## src/rtl/sgbr_pkg.sv

```systemverilog
`timescale 1ns / 1ps

package sgbr_pkg;

    localparam int SCREEN_WIDTH_DEF  = 320;
    localparam int SCREEN_HEIGHT_DEF = 240;

    localparam int FONT_ROWS  = 7;
    localparam int FONT_COLS  = 5;
    localparam int GLYPH_BITS = FONT_ROWS * FONT_COLS;

    localparam int POS_W   = 13;
    localparam int CODE_W  = 8;
    localparam int COLOR_W = 16;
    localparam int SCALE_W = 6;
    localparam int RX_W    = 9;
    localparam int RY_W    = 8;
    localparam int SIZE_W  = 6;

    localparam int JOB_QUEUE_DEPTH  = 2;
    localparam int RECT_QUEUE_DEPTH = 2;

    // One decoded character on its way from the front end to the scanner.
    typedef struct packed {
        logic [GLYPH_BITS-1:0]   glyph;
        logic signed [POS_W-1:0] pos_x;
        logic signed [POS_W-1:0] pos_y;
        logic [COLOR_W-1:0]      color;
        logic [SCALE_W-1:0]      scale;
    } t_job;

    typedef struct packed {
        logic [RX_W-1:0]    x;
        logic [RY_W-1:0]    y;
        logic [SIZE_W-1:0]  w;
        logic [SIZE_W-1:0]  h;
        logic [COLOR_W-1:0] color;
        logic               last;
    } t_rect;

    // Row 0 sits in the top five bits, and within a row the leftmost column is
    // the most significant bit, so the scanner simply walks from bit 34 down.
    function automatic logic [GLYPH_BITS-1:0] glyph_lookup(input logic [CODE_W-1:0] code);
        logic [GLYPH_BITS-1:0] g;
        case (code)
            8'h30: g = {5'h0E, 5'h11, 5'h13, 5'h15, 5'h19, 5'h11, 5'h0E};
            8'h31: g = {5'h04, 5'h0C, 5'h04, 5'h04, 5'h04, 5'h04, 5'h0E};
            8'h32: g = {5'h0E, 5'h11, 5'h01, 5'h02, 5'h04, 5'h08, 5'h1F};
            8'h33: g = {5'h1E, 5'h01, 5'h01, 5'h0E, 5'h01, 5'h01, 5'h1E};
            8'h34: g = {5'h02, 5'h06, 5'h0A, 5'h12, 5'h1F, 5'h02, 5'h02};
            8'h35: g = {5'h1F, 5'h10, 5'h10, 5'h1E, 5'h01, 5'h01, 5'h1E};
            8'h36: g = {5'h06, 5'h08, 5'h10, 5'h1E, 5'h11, 5'h11, 5'h0E};
            8'h37: g = {5'h1F, 5'h01, 5'h02, 5'h04, 5'h08, 5'h08, 5'h08};
            8'h38: g = {5'h0E, 5'h11, 5'h11, 5'h0E, 5'h11, 5'h11, 5'h0E};
            8'h39: g = {5'h0E, 5'h11, 5'h11, 5'h0F, 5'h01, 5'h02, 5'h0C};
            8'h41: g = {5'h0E, 5'h11, 5'h11, 5'h1F, 5'h11, 5'h11, 5'h11};
            8'h42: g = {5'h1E, 5'h11, 5'h11, 5'h1E, 5'h11, 5'h11, 5'h1E};
            8'h43: g = {5'h0E, 5'h11, 5'h10, 5'h10, 5'h10, 5'h11, 5'h0E};
            8'h44: g = {5'h1E, 5'h12, 5'h11, 5'h11, 5'h11, 5'h12, 5'h1E};
            8'h45: g = {5'h1F, 5'h10, 5'h10, 5'h1E, 5'h10, 5'h10, 5'h1F};
            8'h46: g = {5'h1F, 5'h10, 5'h10, 5'h1E, 5'h10, 5'h10, 5'h10};
            8'h47: g = {5'h0E, 5'h11, 5'h10, 5'h17, 5'h11, 5'h11, 5'h0F};
            8'h48: g = {5'h11, 5'h11, 5'h11, 5'h1F, 5'h11, 5'h11, 5'h11};
            8'h49: g = {5'h0E, 5'h04, 5'h04, 5'h04, 5'h04, 5'h04, 5'h0E};
            8'h4B: g = {5'h11, 5'h12, 5'h14, 5'h18, 5'h14, 5'h12, 5'h11};
            8'h4C: g = {5'h10, 5'h10, 5'h10, 5'h10, 5'h10, 5'h10, 5'h1F};
            8'h4D: g = {5'h11, 5'h1B, 5'h15, 5'h15, 5'h11, 5'h11, 5'h11};
            8'h4E: g = {5'h11, 5'h19, 5'h15, 5'h13, 5'h11, 5'h11, 5'h11};
            8'h4F: g = {5'h0E, 5'h11, 5'h11, 5'h11, 5'h11, 5'h11, 5'h0E};
            8'h50: g = {5'h1E, 5'h11, 5'h11, 5'h1E, 5'h10, 5'h10, 5'h10};
            8'h52: g = {5'h1E, 5'h11, 5'h11, 5'h1E, 5'h14, 5'h12, 5'h11};
            8'h53: g = {5'h0F, 5'h10, 5'h10, 5'h0E, 5'h01, 5'h01, 5'h1E};
            8'h54: g = {5'h1F, 5'h04, 5'h04, 5'h04, 5'h04, 5'h04, 5'h04};
            8'h55: g = {5'h11, 5'h11, 5'h11, 5'h11, 5'h11, 5'h11, 5'h0E};
            8'h57: g = {5'h11, 5'h11, 5'h11, 5'h15, 5'h15, 5'h15, 5'h0A};
            8'h59: g = {5'h11, 5'h11, 5'h0A, 5'h04, 5'h04, 5'h04, 5'h04};
            8'h2D: g = {5'h00, 5'h00, 5'h00, 5'h1F, 5'h00, 5'h00, 5'h00};
            default: g = '0;
        endcase
        return g;
    endfunction

endpackage

```

## src/rtl/sgbr_fifo.sv

```systemverilog
`timescale 1ns / 1ps

module sgbr_fifo #(
    parameter int WIDTH = 8,
    parameter int DEPTH = 2
) (
    input  logic             i_clk,
    input  logic             i_rst_n,
    input  logic             i_push,
    input  logic [WIDTH-1:0] i_data,
    output logic             o_full,
    input  logic             i_pop,
    output logic [WIDTH-1:0] o_data,
    output logic             o_empty
);

    // DEPTH must be a power of two so that the pointers wrap on their own.
    localparam int AW = (DEPTH > 1) ? $clog2(DEPTH) : 1;
    localparam int CW = $clog2(DEPTH + 1);

    logic [WIDTH-1:0] r_mem [DEPTH];
    logic [AW-1:0]    r_wptr;
    logic [AW-1:0]    r_rptr;
    logic [CW-1:0]    r_count;
    logic             wr_en;
    logic             rd_en;

    assign o_full  = (r_count == CW'(DEPTH));
    assign o_empty = (r_count == '0);
    assign wr_en   = i_push && !o_full;
    assign rd_en   = i_pop && !o_empty;
    assign o_data  = r_mem[r_rptr];

    always_ff @(posedge i_clk) begin
        if (wr_en) begin
            r_mem[r_wptr] <= i_data;
        end
    end

    always_ff @(posedge i_clk) begin
        if (!i_rst_n) begin
            r_wptr  <= '0;
            r_rptr  <= '0;
            r_count <= '0;
        end else begin
            if (wr_en) begin
                r_wptr <= (DEPTH > 1) ? AW'(r_wptr + 1'b1) : '0;
            end
            if (rd_en) begin
                r_rptr <= (DEPTH > 1) ? AW'(r_rptr + 1'b1) : '0;
            end
            case ({wr_en, rd_en})
                2'b10:   r_count <= r_count + 1'b1;
                2'b01:   r_count <= r_count - 1'b1;
                default: r_count <= r_count;
            endcase
        end
    end

endmodule

```

## src/rtl/sgbr_front.sv

```systemverilog
`timescale 1ns / 1ps

module sgbr_front (
    input  logic                                i_clk,
    input  logic                                i_rst_n,
    input  logic                                i_push,
    output logic                                o_full,
    input  logic signed [sgbr_pkg::POS_W-1:0]   i_pos_x,
    input  logic signed [sgbr_pkg::POS_W-1:0]   i_pos_y,
    input  logic [sgbr_pkg::CODE_W-1:0]         i_char_code,
    input  logic [sgbr_pkg::COLOR_W-1:0]        i_pixel_color,
    input  logic [sgbr_pkg::SCALE_W-1:0]        i_scale_factor,
    output sgbr_pkg::t_job                      o_job,
    output logic                                o_job_empty,
    input  logic                                i_job_pop
);

    sgbr_pkg::t_job job;
    logic           job_push;

    always_comb begin
        job.glyph = sgbr_pkg::glyph_lookup(i_char_code);
        job.pos_x = i_pos_x;
        job.pos_y = i_pos_y;
        job.color = i_pixel_color;
        job.scale = (i_scale_factor == '0) ? sgbr_pkg::SCALE_W'(1) : i_scale_factor;
    end

    // Blank glyphs produce nothing, so they are accepted and dropped here.
    assign job_push = i_push && (job.glyph != '0);

    sgbr_fifo #(
        .WIDTH ($bits(sgbr_pkg::t_job)),
        .DEPTH (sgbr_pkg::JOB_QUEUE_DEPTH)
    ) u_job_fifo (
        .i_clk   (i_clk),
        .i_rst_n (i_rst_n),
        .i_push  (job_push),
        .i_data  (job),
        .o_full  (o_full),
        .i_pop   (i_job_pop),
        .o_data  (o_job),
        .o_empty (o_job_empty)
    );

endmodule

```

## src/rtl/sgbr_back.sv

```systemverilog
`timescale 1ns / 1ps

module sgbr_back #(
    parameter int SCREEN_WIDTH  = sgbr_pkg::SCREEN_WIDTH_DEF,
    parameter int SCREEN_HEIGHT = sgbr_pkg::SCREEN_HEIGHT_DEF
) (
    input  logic            i_clk,
    input  logic            i_rst_n,
    input  sgbr_pkg::t_job  i_job,
    input  logic            i_job_empty,
    output logic            o_job_pop,
    output sgbr_pkg::t_rect o_rect,
    output logic            o_rect_push,
    input  logic            i_rect_full
);

    localparam int CW = 16;
    localparam logic signed [CW-1:0] SCR_W = CW'(SCREEN_WIDTH);
    localparam logic signed [CW-1:0] SCR_H = CW'(SCREEN_HEIGHT);
    localparam logic [2:0] LAST_ROW = 3'(sgbr_pkg::FONT_ROWS - 1);
    localparam logic [2:0] LAST_COL = 3'(sgbr_pkg::FONT_COLS - 1);

    logic                              r_busy;
    logic [sgbr_pkg::GLYPH_BITS-1:0]   r_bits;
    logic [2:0]                        r_row;
    logic [2:0]                        r_col;
    logic signed [CW-1:0]              r_px;
    logic signed [CW-1:0]              r_bx;
    logic signed [CW-1:0]              r_by;
    logic [sgbr_pkg::SCALE_W-1:0]      r_s;
    logic [sgbr_pkg::COLOR_W-1:0]      r_color;

    logic                              r_pend_v;
    logic                              r_pend_fin;
    sgbr_pkg::t_rect                   r_pend;

    logic signed [CW-1:0] s_ext;
    logic signed [CW-1:0] bx1, bw1, bw2;
    logic signed [CW-1:0] by1, bh1, bh2;
    logic                 cur_vis;
    logic                 cur_end;
    logic                 cur_hit;
    logic                 push;
    logic                 go;
    logic                 load;
    sgbr_pkg::t_rect      new_rect;

    always_comb begin
        s_ext = signed'(CW'(r_s));

        bx1 = (r_bx < 0) ? '0 : r_bx;
        bw1 = (r_bx < 0) ? s_ext + r_bx : s_ext;
        by1 = (r_by < 0) ? '0 : r_by;
        bh1 = (r_by < 0) ? s_ext + r_by : s_ext;

        bw2 = (bx1 + bw1 > SCR_W) ? SCR_W - bx1 : bw1;
        bh2 = (by1 + bh1 > SCR_H) ? SCR_H - by1 : bh1;

        cur_vis = (bw2 > 0) && (bh2 > 0);

        new_rect.x     = bx1[sgbr_pkg::RX_W-1:0];
        new_rect.y     = by1[sgbr_pkg::RY_W-1:0];
        new_rect.w     = bw2[sgbr_pkg::SIZE_W-1:0];
        new_rect.h     = bh2[sgbr_pkg::SIZE_W-1:0];
        new_rect.color = r_color;
        new_rect.last  = 1'b0;
    end

    assign cur_end = (r_row == LAST_ROW) && (r_col == LAST_COL);
    assign cur_hit = r_busy && r_bits[sgbr_pkg::GLYPH_BITS-1] && cur_vis;

    // The newest visible block is held back one step: it can only be flagged
    // as the last one once the scan knows that no other visible block follows.
    assign push        = r_pend_v && (r_pend_fin || cur_hit);
    assign go          = !(push && i_rect_full);
    assign o_rect_push = push && go;
    assign load        = go && (!r_busy || cur_end) && !i_job_empty;
    assign o_job_pop   = load;

    always_comb begin
        o_rect      = r_pend;
        o_rect.last = r_pend_fin;
    end

    always_ff @(posedge i_clk) begin
        if (!i_rst_n) begin
            r_busy   <= 1'b0;
            r_pend_v <= 1'b0;
        end else if (go) begin
            if (load) begin
                r_busy <= 1'b1;
            end else if (cur_end) begin
                r_busy <= 1'b0;
            end

            if (cur_hit) begin
                r_pend_v <= 1'b1;
            end else if (push) begin
                r_pend_v <= 1'b0;
            end
        end
    end

    always_ff @(posedge i_clk) begin
        if (go) begin
            if (cur_hit) begin
                r_pend     <= new_rect;
                r_pend_fin <= cur_end;
            end else if (r_busy && cur_end && r_pend_v) begin
                r_pend_fin <= 1'b1;
            end

            if (load) begin
                r_bits  <= i_job.glyph;
                r_row   <= '0;
                r_col   <= '0;
                r_px    <= CW'(i_job.pos_x);
                r_bx    <= CW'(i_job.pos_x);
                r_by    <= CW'(i_job.pos_y);
                r_s     <= i_job.scale;
                r_color <= i_job.color;
            end else if (r_busy) begin
                r_bits <= r_bits << 1;
                if (r_col == LAST_COL) begin
                    r_col <= '0;
                    r_row <= r_row + 1'b1;
                    r_bx  <= r_px;
                    r_by  <= r_by + s_ext;
                end else begin
                    r_col <= r_col + 1'b1;
                    r_bx  <= r_bx + s_ext;
                end
            end
        end
    end

endmodule

```

## src/rtl/scaled_glyph_block_renderer.sv

```systemverilog
`timescale 1ns / 1ps

// Channel   Handshake            Payload
// ------    -------------------  ---------------------------------------------------
// input     push / full          i_pos_x, i_pos_y, i_char_code, i_pixel_color,
//                                i_scale_factor
// result    empty / pop          o_rect_x, o_rect_y, o_rect_w, o_rect_h,
//                                o_rect_color, o_last_block
//
// The cell scanner walks a character with a non-blank glyph one cell per cycle while the
// result queue does not freeze it; blank and unsupported codes are dropped in the front end.
// A two-entry job queue lets characters be taken while the scanner is busy. Each visible
// block waits for the next visible block or the end of the scan before it enters the result
// queue. Reset is synchronous and clears only pointers, counts and flags. A full result queue
// freezes the scanner only while a block waits for it; the front end stalls only on its queue.

module scaled_glyph_block_renderer #(
    parameter int SCREEN_WIDTH  = sgbr_pkg::SCREEN_WIDTH_DEF,
    parameter int SCREEN_HEIGHT = sgbr_pkg::SCREEN_HEIGHT_DEF
) (
    input  logic                                i_clk,
    input  logic                                i_rst_n,
    input  logic                                push,
    output logic                                full,
    input  logic signed [sgbr_pkg::POS_W-1:0]   i_pos_x,
    input  logic signed [sgbr_pkg::POS_W-1:0]   i_pos_y,
    input  logic [sgbr_pkg::CODE_W-1:0]         i_char_code,
    input  logic [sgbr_pkg::COLOR_W-1:0]        i_pixel_color,
    input  logic [sgbr_pkg::SCALE_W-1:0]        i_scale_factor,
    output logic                                empty,
    input  logic                                pop,
    output logic [sgbr_pkg::RX_W-1:0]           o_rect_x,
    output logic [sgbr_pkg::RY_W-1:0]           o_rect_y,
    output logic [sgbr_pkg::SIZE_W-1:0]         o_rect_w,
    output logic [sgbr_pkg::SIZE_W-1:0]         o_rect_h,
    output logic [sgbr_pkg::COLOR_W-1:0]        o_rect_color,
    output logic                                o_last_block
);

    sgbr_pkg::t_job  job;
    logic            job_empty;
    logic            job_pop;
    sgbr_pkg::t_rect rect_in;
    sgbr_pkg::t_rect rect_out;
    logic            rect_push;
    logic            rect_full;

    sgbr_front u_front (
        .i_clk          (i_clk),
        .i_rst_n        (i_rst_n),
        .i_push         (push),
        .o_full         (full),
        .i_pos_x        (i_pos_x),
        .i_pos_y        (i_pos_y),
        .i_char_code    (i_char_code),
        .i_pixel_color  (i_pixel_color),
        .i_scale_factor (i_scale_factor),
        .o_job          (job),
        .o_job_empty    (job_empty),
        .i_job_pop      (job_pop)
    );

    sgbr_back #(
        .SCREEN_WIDTH  (SCREEN_WIDTH),
        .SCREEN_HEIGHT (SCREEN_HEIGHT)
    ) u_back (
        .i_clk       (i_clk),
        .i_rst_n     (i_rst_n),
        .i_job       (job),
        .i_job_empty (job_empty),
        .o_job_pop   (job_pop),
        .o_rect      (rect_in),
        .o_rect_push (rect_push),
        .i_rect_full (rect_full)
    );

    sgbr_fifo #(
        .WIDTH ($bits(sgbr_pkg::t_rect)),
        .DEPTH (sgbr_pkg::RECT_QUEUE_DEPTH)
    ) u_rect_fifo (
        .i_clk   (i_clk),
        .i_rst_n (i_rst_n),
        .i_push  (rect_push),
        .i_data  (rect_in),
        .o_full  (rect_full),
        .i_pop   (pop),
        .o_data  (rect_out),
        .o_empty (empty)
    );

    assign o_rect_x     = rect_out.x;
    assign o_rect_y     = rect_out.y;
    assign o_rect_w     = rect_out.w;
    assign o_rect_h     = rect_out.h;
    assign o_rect_color = rect_out.color;
    assign o_last_block = rect_out.last;

endmodule

```

## config.mk

```make
export PLATFORM = sky130hd
export DESIGN_NAME = scaled_glyph_block_renderer
export DESIGN_NICKNAME = d
export VERILOG_FILES = /design/src/rtl/sgbr_pkg.sv /design/src/rtl/sgbr_fifo.sv /design/src/rtl/sgbr_front.sv /design/src/rtl/sgbr_back.sv /design/src/rtl/scaled_glyph_block_renderer.sv
export SDC_FILE = /design/constraint.sdc
export NUM_CORES = 1
export LEC_CHECK = 0
export BUFFER_PORTS_ARGS = -buffer_cell sky130_fd_sc_hd__buf_2
export CAP_MARGIN = 20
export CORE_UTILIZATION = 60
export DETAILED_ROUTE_END_ITERATION = 6
export GPL_TIMING_DRIVEN = 0
export PLACE_DENSITY = 0.78
export SETUP_SLACK_MARGIN = 0.4
export SLEW_MARGIN = 20
export SYNTH_ARGS = -nofsm -noshare
export SYNTH_HDL_FRONTEND = slang
export SYNTH_MEMORY_MAX_BITS = 65536
export SYNTH_SLANG_ARGS = --single-unit
```

## constraint.sdc

```tcl
create_clock -name i_clk -period 11.4 [get_ports i_clk]
set_input_delay 0.57 -clock i_clk [delete_from_list [all_inputs] [get_ports i_clk]]
set_output_delay 0.57 -clock i_clk [all_outputs]
set_load 0.01 [all_outputs]
```

==> impl_metrics.py, run 1 <==
metrics = {
    "setup_path": {
        "crit_fanout": 17,
        "setup.worst_path.end_class": "register",
        "r2r_cells": 23,
        "crit_start": "u_back.r_s[0]",
        "cp.required_ps": 11700,
        "crit_type": "register to register",
        "r2r-end": "u_rect_fifo.r_mem[1][13]",
        "start_kind": "register",
        "arrival_ps": 7600,
        "rrSetupSlack_ps": 4100,
        "worstReg2RegStart": "u_back.r_s[0]",
    },
    "global_route": {
        "grt_start_max_net_pins": 43,
        "grt_usage_pct": 28.2,
        "grt_pass1_wl_um": 78000,
        "grt_overflow": 0,
        "grt_pass1_vias": 14400,
        "antenna_found_initial": 0,
    },
    "drt": {
        "first_pass_iters": 5,
        "routed_via_density": 6.14,
        "drc_errors": 0,
        "ant_nets": 0,
        "routedWlPerCell_um": 21.1,
        "wl_um": 50200,
        "drtIter0Drc": 1153,
        "num_vias": 14600,
    },
    "worst_hold_path": {
        "min_from": "i_pixel_color[13]",
        "hp-class": "primary input to register",
        "whs_endpoint": "u_front.u_job_fifo.r_mem[1][19]",
        "hold_depth": 1,
    },
    "synthesis": {
        "synth_area_leaders": "edfxtp_1 (58%), mux2_2 (4.7%), mux2i_1 (3.8%)",
        "synth_top_area_share_pct": 58.4,
        "ys.flop_type": "edfxtp_1",
        "synth_top_area_cell": "edfxtp_1",
        "synth_seq_cells": 424,
        "yosysUniqueCellTypes": 83,
        "yosysMostFrequentCell": "edfxtp_1",
        "netlist_top_cells_count": "edfxtp_1 (412), o21ai_0 (112), nor2_1 (110)",
        "synth-edff-count": 412,
        "synth_async_sr_flop_share_pct": 0,
        "synth_area_um2": 21200,
        "yosysSeqAreaShare_pct": 59.5,
        "postSynthAreaPerCell_um2": 12.3,
        "yosysWarnings": 0,
        "synth_nets": 1841,
        "synthCells": 1727,
    },
    "floorplanning": {
        "die-area_um2": 36100,
        "floorplan.rows": 68,
        "initial_core_util_pct": 61.2,
        "core_area_um2": 34600,
        "die_height_um": 190,
        "ios": 108,
        "die_x_um": 190,
    },
    "power": {
        "total_power_mw": 6.75,
        "powerDensity_nw_per_um2": 282,
        "ir_drop_mv": 0.149,
        "p_leak_nw": 8.45,
    },
    "outcome": {
        "outcome": "completed",
    },
    "finish": {
        "area_delta_synth_final_pct": 13.1,
        "fin_nets": 2006,
        "diodes": 0,
        "fin_area_um2": 24000,
        "layout-drive-gt1-share_pct": 16.4,
    },
    "placement": {
        "post-place-ws_ps": 4200,
        "routabilityCongestion": 0.952,
        "portBuffers": 104,
        "dp_hpwl_um": 37100,
        "placed_area_um2": 22600,
    },
    "sta": {
        "layout_min_cycle_time_ps": 7300,
        "skew_ps": 31.0,
        "max_freq_ghz": 0.137,
        "whs_ps": 167,
        "relSlewSlack_pct": 32.5,
        "fin_crit_sh_pct": 64.0,
        "setup_ws_ps": 4100,
        "final_hold_viol_count": 0,
        "tns_ps": 0,
        "worst_slew_pin_slew_ps": 1010,
        "slew_viol_final": 0,
        "setup_viol": 0,
        "rsz0062_at_grt": "no",
    },
    "clock_network": {
        "numCtsBuffers": 41,
        "clock-sinks": 424,
        "cts_hold_buffers": 0,
        "clkSlewWorstSetupHoldPaths_ps": 60,
        "ctsLongestPathBuffers": 3,
        "cts_setup_buffers": 0,
        "htree_levels": 2,
        "cts_tree": "yes",
        "clk_latency_ps": 580,
        "post_cts_resized": 0,
        "cts_root_buf": "clkbuf_16",
    },
    "run": {
        "drv_cap": 0,
    },
}
## kinds of logic (layout without fill, tap and decap cells)
| group | Yosys count | count (layout) | synth area share (%) |
|---|---|---|---|
| DFF | 424 | 424 | 59.5 |
| xor gates and xnor gates | 57 | 57 | 2.36 |
| adders and majority gates | 54 | 54 | 3.33 |
| AOI/OAI and AO/OA | 431 | 431 | 12.7 |
| buffers and inverters | 141 | 338 | 2.69 |
| muxes | 171 | 171 | 8.61 |
| and+or+nand+nor | 449 | 449 | 10.8 |
## worst max-delay path: stages (launching register included)
cell and delay (ps):
edfxtp_1 570, ha_1 330, fa_1 440, a211oi_2 440, o21ai_0 170, clkbuf_1 290, nand4_1 240, xnor2_1 140
and2_1 210, ha_1 370, nand3_1 160, nor2_1 70, a221o_1 340, a31o_2 250, o2111a_1 140, o211ai_1 300
a21o_1 170, o221a_2 190, o311ai_2 210, nor3_1 580, o21ai_0 420, nor2_4 560, buf_16 230, buf_16 170
## flip-flops by register name (all words and copies together), names as in the netlist, named ones only
register                    count
u_front.u_job_fifo.r_mem      166
u_rect_fifo.r_mem              92
u_back.o_rect                  45
u_back.r_bits                  35
u_back.r_bx                    16
u_back.r_by                    16
u_back.r_color                 16
u_back.r_px                    13
u_back.r_s                      6
u_back.r_col                    3
u_back.r_row                    3
u_front.u_job_fifo.r_count      2
u_rect_fifo.r_count             2
u_back.r_busy                   1
u_back.r_pend_fin               1
u_back.r_pend_v                 1
u_front.u_job_fifo.r_rptr       1
u_front.u_job_fifo.r_wptr       1
u_rect_fifo.r_rptr              1
u_rect_fifo.r_wptr              1
## through the flow
stage	util, %	instances
2_1_floorplan	-	1727
3_3_place_gp	64.3	2286
3_5_place_dp	65.3	2304
4_1_cts	69.2	2379
5_1_grt	69.2	2379
6_report	69.2	2379
## per-layer routing
| layer | GRT usage (%) | vias up | share of wire (%) |
|---|---|---|---|
| met5 | 0 | - | 0 |
| li1 | - | 6898 | - |
| met3 | 4.04 | 138 | 5.1 |
| met4 | 14.2 | 0 | 4.8 |
| met2 | 49.6 | 564 | 51 |
| met1 | 33.8 | 7010 | 39 |
## cell usage in the layout (no fill, tap or decap), types with 50 or more instances in the layout
master / count
ha_1: 50
nor2_1: 107
o21ai_0: 112
buf_2: 122
mux2_2: 89
clkbuf_1: 85
mux2i_1: 81
nand2_1: 90
edfxtp_1: 412
a21oi_1: 105
## worst max path at each step
| stage | end | slack [ps] | cells past startpoint |
|---|---|---|---|
| global route | u_rect_fifo.r_mem[1][13] | 3640 | 23 |
| detailed placement | u_rect_fifo.r_mem[1][11] | 4200 | 23 |
| floorplan | u_back.o_rect[10] | 2440 | 19 |
| CTS | u_rect_fifo.r_mem[1][13] | 4170 | 23 |
| global placement | u_back.o_rect[8] | -900 | 19 |
| finish | u_rect_fifo.r_mem[1][13] | 4100 | 23 |
## cell type report
class                   instances  area, µm²
flip-flops and latches        424      12600
clock buffers                  52       1080
inverters                      40        155
well taps                     455        569
repair buffers                122        812
fillers                      2464      10600
multi-input cells            1162       8060
plain buffers                 101        414
clock inverters                23        277
## power breakdown
part | total [mW] | internal, mW | switching, mW
sequential | 2.38 | 2.22 | 0.164
clock | 1.33 | 0.753 | 0.578
combinational | 3.04 | 1.15 | 1.89
total | 6.75 | 4.12 | 2.63
No activity file was read; power rests on OpenSTA's default activity.
==> run 2, diff against run 1 <==
Settings changed: ABC_AREA from default to 1.
Clock period 11.4 ns to 7.4 ns, I/O delays scaled along.
==> run 2 against run 1 <==
Effect of this change: maximum frequency rose by 13%; routed wire length rose by 2.5%; sequential cell count did not move; setup slack got worse by 3200 ps; core utilization fell by 0.75 points; first-iteration DRC count rose by 2.1%; count of clock-buffer cells in the layout rose by 3; hold slack got worse by 150 ps; critical path depth rose by 12; critical endpoint is now u_back.r_by[1]; largest cell class unchanged.
==> impl_metrics.py, run 2 <==
metrics = {
    "synthesis": {
        "synth_nets": 2276,
        "synth_area_leaders": "edfxtp_1 (59%), nand2_1 (14%), inv_1 (3.6%)",
        "synth_area_um2": 21000,
        "synth_async_sr_flop_share_pct": 0,
        "synth-edff-count": 412,
        "synth_seq_cells": 424,
        "synth_top_area_share_pct": 58.8,
        "synthCells": 2162,
        "yosysWarnings": 0,
        "synth_top_area_cell": "edfxtp_1",
        "postSynthAreaPerCell_um2": 9.73,
        "yosysSeqAreaShare_pct": 60.0,
        "yosysMostFrequentCell": "nand2_1",
        "yosysUniqueCellTypes": 56,
        "ys.flop_type": "edfxtp_1",
        "netlist_top_cells_count": "nand2_1 (757), edfxtp_1 (412), inv_1 (204)",
    },
    "drt": {
        "wl_um": 51500,
        "routedWlPerCell_um": 18.3,
        "ant_nets": 0,
        "num_vias": 15500,
        "drc_errors": 0,
        "first_pass_iters": 5,
        "routed_via_density": 5.52,
        "drtIter0Drc": 1177,
    },
    "setup_path": {
        "crit_start": "u_back.r_s[0]",
        "critPathMostFrequentCell": "nand2_1",
        "worstReg2RegStart": "u_back.r_s[0]",
        "start_kind": "register",
        "r2r-end": "u_back.r_by[1]",
        "cp.required_ps": 7560,
        "crit_type": "register to register",
        "setup.worst_path.end_class": "register",
        "r2r_cells": 35,
        "crit_family": "simple AND/OR/NAND/NOR gates",
        "crit_end": "u_back.r_by[1]",
        "arrival_ps": 6640,
        "crit_fanout": 55,
        "rrSetupSlack_ps": 910,
        "crit_buf_inv": 4,
        "critPathMaxStageDelay_ps": 550,
        "worstSetupPathDepth": 35,
        "critPathSlowestCell": "inv_1",
    },
    "sta": {
        "slew_viol_final": 0,
        "final_hold_viol_count": 0,
        "rsz0062_at_grt": "no",
        "fin_crit_sh_pct": 87.7,
        "max_freq_ghz": 0.154,
        "setup_ws_ps": 913,
        "worst_slew_pin_slew_ps": 991,
        "skew_ps": 29.9,
        "layout_min_cycle_time_ps": 6490,
        "whs_ps": 20.4,
        "tns_ps": 0,
        "relSlewSlack_pct": 33.3,
        "setup_viol": 0,
    },
    "clock_network": {
        "clock-sinks": 424,
        "clkSlewWorstSetupHoldPaths_ps": 60,
        "clk_latency_ps": 550,
        "cts_tree": "yes",
        "cts_root_buf": "clkbuf_16",
        "numCtsBuffers": 42,
        "htree_levels": 2,
        "ctsLongestPathBuffers": 3,
    },
    "finish": {
        "multiInputGateArea_um2": 7310,
        "fillers": 2578,
        "mostFrequentLayoutCells": "nand2_1 (757), edfxtp_1 (412), inv_1 (200), nor2_1 (169), nand3_1 (119)",
        "final_common_cell": "nand2_1",
        "regMostFlops": "u_front.u_job_fifo.r_mem",
        "fin_area_um2": 23700,
        "fin_nets": 2436,
        "layout.area.seq_um2": 12600,
        "largest_reg_flops": 166,
        "utilization_pct": 68.5,
        "finalNonFillerCells": 2812,
        "layout-drive-gt1-share_pct": 12.3,
        "area_delta_synth_final_pct": 12.5,
    },
    "run": {
        "drv_cap": 0,
    },
    "placement": {
        "dp_hpwl_um": 38400,
        "dp_cells": 2732,
        "routabilityCongestion": 0.985,
        "placed_area_um2": 22400,
        "post-place-ws_ps": 936,
        "portBuffers": 106,
    },
    "global_route": {
        "antenna_found_initial": 6,
        "grt_pass1_vias": 15100,
        "grt_usage_pct": 29.0,
        "grt_pass1_wl_um": 79900,
        "grt_start_max_net_pins": 56,
        "grt_overflow": 0,
    },
    "power": {
        "p_leak_nw": 10.1,
        "ir_drop_mv": 0.262,
        "powerDensity_nw_per_um2": 441,
        "total_power_mw": 10.4,
    },
    "floorplanning": {
        "die_height_um": 189,
        "die-area_um2": 35800,
        "core_area_um2": 34500,
        "initial_core_util_pct": 60.9,
        "floorplan.rows": 68,
        "die_x_um": 189,
        "ios": 108,
    },
    "worst_hold_path": {
        "hp-class": "primary input to register",
    },
    "outcome": {
        "outcome": "completed",
    },
}
-- run 2: changes by cell type in the layout (fill, tap and decap cells not counted), moves of 21 or more --
cell      before  now
nor2b_1       45    0
nand3_1       25  119
nor3_1        45   17
a21oi_1      105   51
clkbuf_1      85   62
mux2_2        89   46
mux2i_1       81    0
nand2b_1      21    0
inv_1         38  200
xnor2_1       35   14
nor2_1       107  169
o21ai_0      112   82
o21ai_1       40   10
nand2_1       90  757
-- run 2: repair_timing --
| item | CTS | global route |
|---|---|---|
| endpoints found under the hold margin | 2 | 0 |
| gates resized for setup | 0 | 1 |
| hold buffers | 1 | 0 |
| setup buffers | 0 | 0 |
| setup endpoints to repair | 0 | 19 |
-- run 2: where the power goes --
part,leakage [nW],switching [mW],total [mW],internal (mW)
combinational,5.54,3.20,4.71,1.51
clock,0.624,0.852,2.01,1.15
sequential,3.95,0.241,3.71,3.47
-- run 2: worst min path at each step --
| stage | slack [ps] | depth (start not counted) | from | endpoint |
|---|---|---|---|---|
| floorplan | 400 | 0 | u_back.r_color[9] | u_back.o_rect[10] |
| global placement | 400 | 0 | u_back.r_color[0] | u_back.o_rect[1] |
| detailed placement | 410 | 0 | u_back.r_color[5] | u_back.o_rect[6] |
| CTS | 0.6 | 1 | i_pos_y[7] | u_front.u_job_fifo.r_mem[0][29] |
| global route | 2 | 1 | i_pixel_color[5] | u_front.u_job_fifo.r_mem[0][11] |
| finish | 20 | 1 | i_pixel_color[7] | u_front.u_job_fifo.r_mem[1][13] |
-- run 2: final cells by class --
cell class | count | share of cell area (%)
Antenna cell | 4 | 0.0423
Buffer | 68 | 1.39
Clock buffer | 55 | 4.65
Clock inverter | 20 | 0.777
Inverter | 215 | 3.43
Multi-Input combinational cell | 1455 | 30.9
Sequential cell | 424 | 53.3
Tap cell | 455 | 2.41
Timing Repair Buffer | 116 | 3.11
-- run 2: routing by layer --
metal | global-route usage (%) | vias up | part of all wire [%]
met5 | 0 | - | 0.047
met4 | 12.4 | 4 | 4.2
met3 | 4.02 | 130 | 5.5
met2 | 50.7 | 537 | 49
met1 | 36.2 | 7287 | 41
li1 | - | 7572 | -
-- run 2: cells by family after synthesis --
| group | Yosys count | share of synthesized area [%] |
|---|---|---|
| adder cells (fa/ha/maj) | 54 | 3.35 |
| buffers and inverters | 283 | 5.40 |
| XOR/XNOR | 36 | 1.59 |
| AND/OR/NAND/NOR | 1138 | 22.4 |
| flip-flops | 424 | 60.0 |
| multiplexers | 46 | 2.46 |
| AO/OA/AOI/OAI | 181 | 4.87 |
-- run 2: worst reg2reg max path: cells and delay by family, from the launching register on --
family / cells / cell delay, ps
xor+xnor: 1 / 170
compound gates: 2 / 480
buf+inv: 4 / 1150
fa+ha+maj: 3 / 1070
flops: 1 / 480
simple gates: 25 / 2730
